[src/hw/rtl/vopt_pkg.sv]
// shared types, option codes and defaults for the vendor option tlv parser
`timescale 1ns / 1ps
package vopt_pkg;

  localparam int unsigned DataWidth    = 8;
  localparam int unsigned OutDataWidth = 200;
  localparam int unsigned BufDepth     = 16;

  localparam logic [7:0] OPT_V4_FLAG = 8'd1;
  localparam logic [7:0] OPT_V4_ADDR = 8'd2;
  localparam logic [7:0] OPT_V4_PORT = 8'd3;
  localparam logic [7:0] OPT_V6_FLAG = 8'd4;
  localparam logic [7:0] OPT_V6_ADDR = 8'd5;
  localparam logic [7:0] OPT_V6_PORT = 8'd6;

  localparam logic [15:0] DEF_V6_PORT = 16'd8123;
  localparam logic [63:0] DEF_V6_HIGH = 64'hff02_0000_0000_0000;
  localparam logic [63:0] DEF_V6_LOW  = 64'h0000_0000_0000_0001;

  typedef enum logic [2:0] {
    PH_TYPE  = 3'b001,
    PH_LEN   = 3'b010,
    PH_VALUE = 3'b100
  } vopt_phase_t;

  typedef struct packed {
    logic                 last;
    logic [DataWidth-1:0] data;
  } vopt_item_t;

  typedef struct packed {
    logic        parse_ok;
    logic        announce_v4;
    logic [31:0] addr_v4;
    logic [15:0] port_v4;
    logic        announce_v6;
    logic [63:0] addr_v6_high;
    logic [63:0] addr_v6_low;
    logic [15:0] port_v6;
    logic        unknown_seen;
  } vopt_result_t;

  // exact value length of a known option, zero for an unknown one
  function automatic logic [4:0] needed_length(input logic [7:0] opt);
    logic [4:0] len;
    case (opt)
      OPT_V4_FLAG: len = 5'd1;
      OPT_V4_ADDR: len = 5'd4;
      OPT_V4_PORT: len = 5'd2;
      OPT_V6_FLAG: len = 5'd1;
      OPT_V6_ADDR: len = 5'd16;
      OPT_V6_PORT: len = 5'd2;
      default:     len = 5'd0;
    endcase
    return len;
  endfunction

endpackage

[src/hw/rtl/vendor_option_tlv_parser_unit.sv]
// top level of the vendor option tlv parser
`timescale 1ns / 1ps
// usage:
// the slave channel takes one byte of a decoded type-length-value option
// message per request, with s_tlast high on the final byte of the message.
// the master channel gives one result per message, on its final byte only.
// one byte is taken every cycle unless a final byte waits for room; the
// input register feeds the parse logic, which writes the output register,
// so a result shows on m_tvalid once its final byte has passed both.
// while a result waits in the output register, bytes that are not final
// keep flowing; a final byte waits in the input register until the result
// ahead of it is taken, and s_tready then drops.
// reset clears both stages and restores the defaults: ipv4 off, ipv6 on,
// ff02::1 and port 8123. the defaults come back after every final byte.
// errors (wrong length, truncated value) freeze parsing for the rest of the
// message; fields completed before the error are still reported.
module vendor_option_tlv_parser_unit (
  input  logic         clk,
  input  logic         rst,
  input  logic         s_tvalid,
  output logic         s_tready,
  input  logic [7:0]   s_tdata,   // data_byte[7:0]
  input  logic         s_tlast,   // last_byte
  output logic         m_tvalid,
  input  logic         m_tready,
  output logic [199:0] m_tdata    // parse_ok, announce_v4, addr_v4[31:0], port_v4[15:0],
                                  // announce_v6, addr_v6_high[63:0], addr_v6_low[63:0],
                                  // port_v6[15:0], unknown_seen, 4 zero bits
);
  import vopt_pkg::*;

  logic         item_valid;
  vopt_item_t   item;
  logic         take;
  logic         out_free;
  logic         res_valid;
  vopt_result_t res;

  vopt_in_reg u_in (
    .clk        (clk),
    .rst        (rst),
    .s_tvalid   (s_tvalid),
    .s_tready   (s_tready),
    .s_tdata    (s_tdata),
    .s_tlast    (s_tlast),
    .item_valid (item_valid),
    .item       (item),
    .take       (take)
  );

  vopt_core u_core (
    .clk        (clk),
    .rst        (rst),
    .item_valid (item_valid),
    .item       (item),
    .out_free   (out_free),
    .take       (take),
    .res_valid  (res_valid),
    .res        (res)
  );

  vopt_out_reg u_out (
    .clk       (clk),
    .rst       (rst),
    .res_valid (res_valid),
    .res       (res),
    .out_free  (out_free),
    .m_tvalid  (m_tvalid),
    .m_tready  (m_tready),
    .m_tdata   (m_tdata)
  );

endmodule

[src/hw/rtl/vopt_in_reg.sv]
// input register stage holding one request byte
`timescale 1ns / 1ps
module vopt_in_reg (
  input  logic                      clk,
  input  logic                      rst,
  input  logic                      s_tvalid,
  output logic                      s_tready,
  input  logic [vopt_pkg::DataWidth-1:0] s_tdata,
  input  logic                      s_tlast,
  output logic                      item_valid,
  output vopt_pkg::vopt_item_t      item,
  input  logic                      take
);
  import vopt_pkg::*;

  logic held;

  assign s_tready   = !held || take;
  assign item_valid = held;

  always_ff @(posedge clk) begin
    if (rst) begin
      held <= 1'b0;
    end else if (s_tvalid && s_tready) begin
      held <= 1'b1;
    end else if (take) begin
      held <= 1'b0;
    end
  end

  always_ff @(posedge clk) begin
    if (s_tvalid && s_tready) begin
      item.data <= s_tdata;
      item.last <= s_tlast;
    end
  end

endmodule

[src/hw/rtl/vopt_core.sv]
// tlv parse state, value buffer and option fields
`timescale 1ns / 1ps
module vopt_core (
  input  logic                    clk,
  input  logic                    rst,
  input  logic                    item_valid,
  input  vopt_pkg::vopt_item_t    item,
  input  logic                    out_free,
  output logic                    take,
  output logic                    res_valid,
  output vopt_pkg::vopt_result_t  res
);
  import vopt_pkg::*;

  vopt_phase_t phase, phase_next;
  logic [7:0]  current_type, current_type_next;
  logic [7:0]  bytes_left, bytes_left_next;
  logic [3:0]  value_index, value_index_next;
  logic        error_seen, error_seen_next;
  logic        v4_flag, v4_flag_next;
  logic [31:0] v4_addr, v4_addr_next;
  logic [15:0] v4_port, v4_port_next;
  logic        v6_flag, v6_flag_next;
  logic [63:0] v6_high, v6_high_next;
  logic [63:0] v6_low, v6_low_next;
  logic [15:0] v6_port, v6_port_next;
  logic        unknown_flag, unknown_flag_next;

  logic [7:0] vbuf [BufDepth];
  logic [7:0] vbuf_m [BufDepth];
  logic [4:0] need;
  logic [7:0] b;
  logic       do_commit;
  logic       buf_wr;

  // a last byte needs room in the output register
  assign take = item_valid && (!item.last || out_free);
  assign b    = item.data;
  assign need = needed_length(current_type);

  // buffer as seen with the current value byte already in place
  always_comb begin
    for (int k = 0; k < BufDepth; k++) begin
      vbuf_m[k] = (value_index == 4'(k)) ? b : vbuf[k];
    end
  end

  always_comb begin
    phase_next        = phase;
    current_type_next = current_type;
    bytes_left_next   = bytes_left;
    value_index_next  = value_index;
    error_seen_next   = error_seen;
    do_commit         = 1'b0;
    buf_wr            = 1'b0;

    if (!error_seen) begin
      case (phase)
        PH_LEN: begin
          if (need != 5'd0 && b != {3'b000, need}) begin
            error_seen_next = 1'b1;
          end else if (b == 8'd0) begin
            do_commit  = 1'b1;
            phase_next = PH_TYPE;
          end else begin
            bytes_left_next  = b;
            value_index_next = 4'd0;
            phase_next       = PH_VALUE;
            if (item.last) error_seen_next = 1'b1;
          end
        end
        PH_VALUE: begin
          buf_wr           = (need != 5'd0);
          value_index_next = value_index + 4'd1;
          bytes_left_next  = bytes_left - 8'd1;
          if (bytes_left_next == 8'd0) begin
            do_commit  = 1'b1;
            phase_next = PH_TYPE;
          end else if (item.last) begin
            error_seen_next = 1'b1;
          end
        end
        default: begin
          current_type_next = b;
          phase_next        = PH_LEN;
        end
      endcase
    end

    v4_flag_next      = v4_flag;
    v4_addr_next      = v4_addr;
    v4_port_next      = v4_port;
    v6_flag_next      = v6_flag;
    v6_high_next      = v6_high;
    v6_low_next       = v6_low;
    v6_port_next      = v6_port;
    unknown_flag_next = unknown_flag;

    if (do_commit) begin
      case (current_type)
        OPT_V4_FLAG: v4_flag_next = (vbuf_m[0] != 8'd0);
        OPT_V4_ADDR: v4_addr_next = {vbuf_m[3], vbuf_m[2], vbuf_m[1], vbuf_m[0]};
        OPT_V4_PORT: v4_port_next = {vbuf_m[0], vbuf_m[1]};
        OPT_V6_FLAG: v6_flag_next = (vbuf_m[0] != 8'd0);
        OPT_V6_ADDR: begin
          v6_high_next = {vbuf_m[0], vbuf_m[1], vbuf_m[2], vbuf_m[3],
                          vbuf_m[4], vbuf_m[5], vbuf_m[6], vbuf_m[7]};
          v6_low_next  = {vbuf_m[8], vbuf_m[9], vbuf_m[10], vbuf_m[11],
                          vbuf_m[12], vbuf_m[13], vbuf_m[14], vbuf_m[15]};
        end
        OPT_V6_PORT: v6_port_next = {vbuf_m[0], vbuf_m[1]};
        default:     unknown_flag_next = 1'b1;
      endcase
    end
  end

  assign res_valid        = take && item.last;
  assign res.parse_ok     = !error_seen_next;
  assign res.announce_v4  = v4_flag_next;
  assign res.addr_v4      = v4_addr_next;
  assign res.port_v4      = v4_port_next;
  assign res.announce_v6  = v6_flag_next;
  assign res.addr_v6_high = v6_high_next;
  assign res.addr_v6_low  = v6_low_next;
  assign res.port_v6      = v6_port_next;
  assign res.unknown_seen = unknown_flag_next;

  always_ff @(posedge clk) begin
    if (rst || (take && item.last)) begin
      phase        <= PH_TYPE;
      current_type <= 8'd0;
      bytes_left   <= 8'd0;
      value_index  <= 4'd0;
      error_seen   <= 1'b0;
      v4_flag      <= 1'b0;
      v4_addr      <= 32'd0;
      v4_port      <= 16'd0;
      v6_flag      <= 1'b1;
      v6_high      <= DEF_V6_HIGH;
      v6_low       <= DEF_V6_LOW;
      v6_port      <= DEF_V6_PORT;
      unknown_flag <= 1'b0;
    end else if (take) begin
      phase        <= phase_next;
      current_type <= current_type_next;
      bytes_left   <= bytes_left_next;
      value_index  <= value_index_next;
      error_seen   <= error_seen_next;
      v4_flag      <= v4_flag_next;
      v4_addr      <= v4_addr_next;
      v4_port      <= v4_port_next;
      v6_flag      <= v6_flag_next;
      v6_high      <= v6_high_next;
      v6_low       <= v6_low_next;
      v6_port      <= v6_port_next;
      unknown_flag <= unknown_flag_next;
    end
  end

  // a commit reads earlier bytes of the same option here, the current one via vbuf_m
  always_ff @(posedge clk) begin
    if (take && buf_wr) begin
      vbuf[value_index] <= b;
    end
  end

endmodule

[src/hw/rtl/vopt_out_reg.sv]
// output register for one parse result
`timescale 1ns / 1ps
module vopt_out_reg (
  input  logic                    clk,
  input  logic                    rst,
  input  logic                    res_valid,
  input  vopt_pkg::vopt_result_t  res,
  output logic                    out_free,
  output logic                    m_tvalid,
  input  logic                    m_tready,
  output logic [vopt_pkg::OutDataWidth-1:0] m_tdata
);
  import vopt_pkg::*;

  vopt_result_t held;

  assign out_free = !m_tvalid || m_tready;

  always_ff @(posedge clk) begin
    if (rst) begin
      m_tvalid <= 1'b0;
    end else if (res_valid) begin
      m_tvalid <= 1'b1;
    end else if (m_tready) begin
      m_tvalid <= 1'b0;
    end
  end

  always_ff @(posedge clk) begin
    if (res_valid) begin
      held <= res;
    end
  end

  assign m_tdata = {4'b0000, held.unknown_seen, held.port_v6, held.addr_v6_low,
                    held.addr_v6_high, held.announce_v6, held.port_v4, held.addr_v4,
                    held.announce_v4, held.parse_ok};

endmodule
[config.mk]
export PLATFORM = sky130hd
export DESIGN_NAME = vendor_option_tlv_parser_unit
export DESIGN_NICKNAME = d
export VERILOG_FILES = /design/src/hw/rtl/vopt_pkg.sv /design/src/hw/rtl/vendor_option_tlv_parser_unit.sv /design/src/hw/rtl/vopt_in_reg.sv /design/src/hw/rtl/vopt_core.sv /design/src/hw/rtl/vopt_out_reg.sv
export SDC_FILE = /design/constraint.sdc
export NUM_CORES = 1
export LEC_CHECK = 0
export BUFFER_PORTS_ARGS = -buffer_cell sky130_fd_sc_hd__buf_2
export CAP_MARGIN = 20
export CORE_MARGIN = 5
export CORE_UTILIZATION = 60
export DETAILED_ROUTE_END_ITERATION = 16
export PLACE_DENSITY = 0.89
export SYNTH_ARGS = -nofsm -noshare
export SYNTH_HDL_FRONTEND = slang
export SYNTH_HIERARCHICAL = 1
export SYNTH_SLANG_ARGS = --single-unit
[constraint.sdc]
create_clock -name clk -period 9.75 [get_ports clk]
set_clock_uncertainty 0.05 [all_clocks]
set_input_delay 0.4875 -clock clk [delete_from_list [all_inputs] [get_ports clk]]
set_output_delay 0.4875 -clock clk [all_outputs]
set_load 0.02 [all_outputs]
==> results.md <==
- CTS H-tree depth: 2
- Initial DRC Count: 1663
- Relative slew margins: approximately 26%
- Crit Path Max Fanout: 72
- Slew at the pin with the worst max-slew slack: ~1.1 ns
- Core ar.: between 30000 and 40000 sq um
- Initial Utilization: 60.39%
- Routed WL: roughly 52 mm
- Sum Neg Setup Slack: 0 ns
- Row count: 70
- Initial antenna violation count: 0
- Cell count after synthesis: between 1.5k and 2k
- Final period utilization: roughly 42%
- # IOs: 215
- Maximum number of pins on one net before global-route repair: 237
- Number of buffers added on ports: between 200 and 250
- Minimum clock period: between 4 and 5 ns
- Design Area, Final: ~25000 sq um
- Met1 Usage GRT: about a third
- CTS tree: yes
- Post-synth EDFFs: about 330
- CTS Buf Count: 52
- Static Leak: between 8 and 9 nW
- CP Data Required Time: around 10 ns
- Post-DRT Antenna Nets: 0
- Filler cell count: between 2k and 2.5k
- Final Max Slew Viols: 0
- Worst reg2reg path depth: 10
- PwrDens: about 190 nW/um^2
- Synth async-reset ratio: 0%
- Leading post-synthesis cells by cell area: edfxtp_1, dfxtp_1, mux2i_1
- Num Clock Sinks: ~550
- Clock-pin slew on the worst setup and hold paths: approximately 0.060 ns
- GR Util met3: roughly 3.9%
- Root Buffer: clkbuf_16
- Hold path depth: 1
- Sequential fraction of the synthesis area: between 60% and 70%
- Startpoint Class: flip-flop
- Max Cap Viol: 0
- Routability cong.: 0.8590
- DRC: 0
- GR peak layer: met2
- PnR worst setup slack: approximately 5.6 ns
- Post-synth top area cell: edfxtp_1
- Average wire per cell in the routed design: 20.17 microns
- Status: complete, no violations
- Endpoints failing setup: 0
- Post-synth cell types: 63
- Met2 usage: 38.96%
- RSZ-0062 raised after global routing: no
- Die area: a little over 40000 sq um
- Synth Register Bits: roughly 550
- Count leader, synth: edfxtp_1
- Placed inst area: approximately 23000 sq um
- Yosys warns: 6
- Chip Height: 201.3 microns
- DRT Pass-1 Iters: 6
- Post CTS Setup Buffer Count: 0
- CP Data Arrival Time: roughly 4.4 ns
- Fin. Hold Viols: 0
- Via density: around 6.0
- Setup crit end kind: flip-flop
- Hold buffer count at CTS: 0
- Clock tree buffer depth: 3
- CP Class: flip-flop to flip-flop
- Hold slack: between 0.03 and 0.04 ns
- Worst IR Drop VDD: between 100 and 150 uV
- Most instantiated cells after synthesis: edfxtp_1, nor2_1, nand2_1, dfxtp_1, o21ai_0
- Post-cts resize count: 0
- Synth top area share: a little under half
- Fmax: about 240 MHz
- # diodes: 0
- First-pass GRT wire length: 81.60 mm
- Vias: approximately 15k
- Final nets: around 2.1k
- HP Class: input port to flip-flop
- Area Overhead vs Synth: 13.17%
- Width of the die: about 200 microns
- GR Util All Layers: 24.68%
- Vias in the first global route: ~15k
- Most used DFF post-synth: edfxtp_1
- DP Wirelength: roughly 30 mm
- Setup WS pre-CTS: between 5 and 6 ns
- Avg Cell Area, Syn: 11.52 sq um
- Grt total ovfl: 0
- Mapped Area: approximately 22000 sq um
- Worst-Skew Late Latency: a little under 0.6 ns
- Share of cells above drive strength 1: 16.38%
[registers in the layout, summed over array words and instances (netlist names), 9 cells and up]
signal          cells
u_core/v6_low      64
u_core/v4_port     16
u_core/v6_port     16
u_out/m_tdata     196
u_core/v6_high     64
u_core/v4_addr     32
u_core/vbuf       128
u_in/item           9
[worst paths after layout]
path / startpoint / endpoint / slack (ns)
setup / recovery: u_in/item[3]$_DFFE_PP_ / u_out/m_tdata[125]$_DFFE_PP_ / 5.64
hold / removal: s_tdata[6] / u_in/item[6]$_DFFE_PP_ / 0.04
setup reg to reg: u_in/item[3]$_DFFE_PP_ / u_out/m_tdata[125]$_DFFE_PP_ / 5.64
hold reg to reg: u_core/v4_port[1]$_SDFFE_PP0P_ / u_core/v4_port[1]$_SDFFE_PP0P_ / 0.40
[through the flow]
| step | utilization [%] | total power [W] | cells |
|---|---|---|---|
| 3_5_place_dp | 63.61 | 0.002765 | 2455 |
| 6_report | 68.34 | 0.004681 | 2556 |
| 2_1_floorplan | - | 0.002697 | 1909 |
| 4_1_cts | 68.19 | 0.004701 | 2553 |
| 3_3_place_gp | 63.61 | 0.002761 | 2455 |
| 5_1_grt | 68.34 | 0.004825 | 2556 |
[logic make-up after synthesis]
| kind of cell | after synthesis | synth area share, % |
|---|---|---|
| DFF | 554 | 65.72 |
| buffers and inverters | 165 | 3.375 |
| adders and majority gates | 7 | 0.3876 |
| xor gates and xnor gates | 2 | 0.07982 |
| other | 1 | 0.01709 |
| and+or+nand+nor | 588 | 11.37 |
| AOI/OAI and AO/OA | 450 | 12.67 |
| muxes | 139 | 6.385 |
[worst max-delay path, stage by stage, from the launching register on]
cell	delay [ns]
edfxtp_1	0.36
buf_4	0.29
or4_1	0.67
nor3_4	0.30
nand2b_1	0.11
a21oi_1	0.45
nand2_4	0.38
buf_4	0.45
buf_4	0.43
nand2_1	0.16
o21ai_0	0.11
[routing by layer]
metal	share of wire, %	wire length, microns	vias up
li1	-	-	7135
met1	41	20990	7358
met2	47	24330	793
met3	8.2	4226	176
met4	3.9	2022	0
met5	0	0	-
[cell type report]
cell class	instances	area [sq um]	area share, %
repair buffers	237	1299	5.229
flip-flops and latches	554	14420	58.07
inverters	9	33.78	0.1360
well taps	468	585.6	2.357
clock inverters	15	155.1	0.6246
multi-input cells	1190	6833	27.51
clock buffers	83	1509	6.075
[where the power goes]
part	total, W	switching (W)	internal, W
clock	0.00196	0.000844	0.00112
combinational	0.000189	0.000145	0.0000442
sequential	0.00253	0.0000171	0.00251
total	0.00468	0.00101	0.00367
[cell usage in the layout, fill, tap and decap left out, drive strengths merged, types with 2 or more instances in the layout]
cell type | synthesis | routed
edfxtp | 333 | 333
nor2 | 258 | 258
nand2 | 239 | 239
buf | 62 | 237
dfxtp | 221 | 221
o21ai | 187 | 187
a211oi | 157 | 157
mux2i | 131 | 131
clkbuf | 94 | 83
a21oi | 67 | 67
o211ai | 18 | 18
nor3 | 17 | 17
nand3 | 11 | 11
inv | 9 | 11
clkinv | 0 | 11
and3 | 9 | 9
mux2 | 8 | 8
ha | 6 | 6
and2 | 6 | 6
or2 | 6 | 6
nand2b | 6 | 6
or3 | 5 | 5
nor4b | 5 | 5
nor2b | 5 | 5
nor4 | 5 | 5
nand3b | 4 | 4
conb | 1 | 4
a31oi | 3 | 3
nor3b | 3 | 3
nand4 | 3 | 3
o31ai | 3 | 3
or4 | 3 | 3
bufinv | 0 | 2
xnor2 | 2 | 2
o2111a | 2 | 2
a22o | 2 | 2
(Power assumes the default switching activity.)
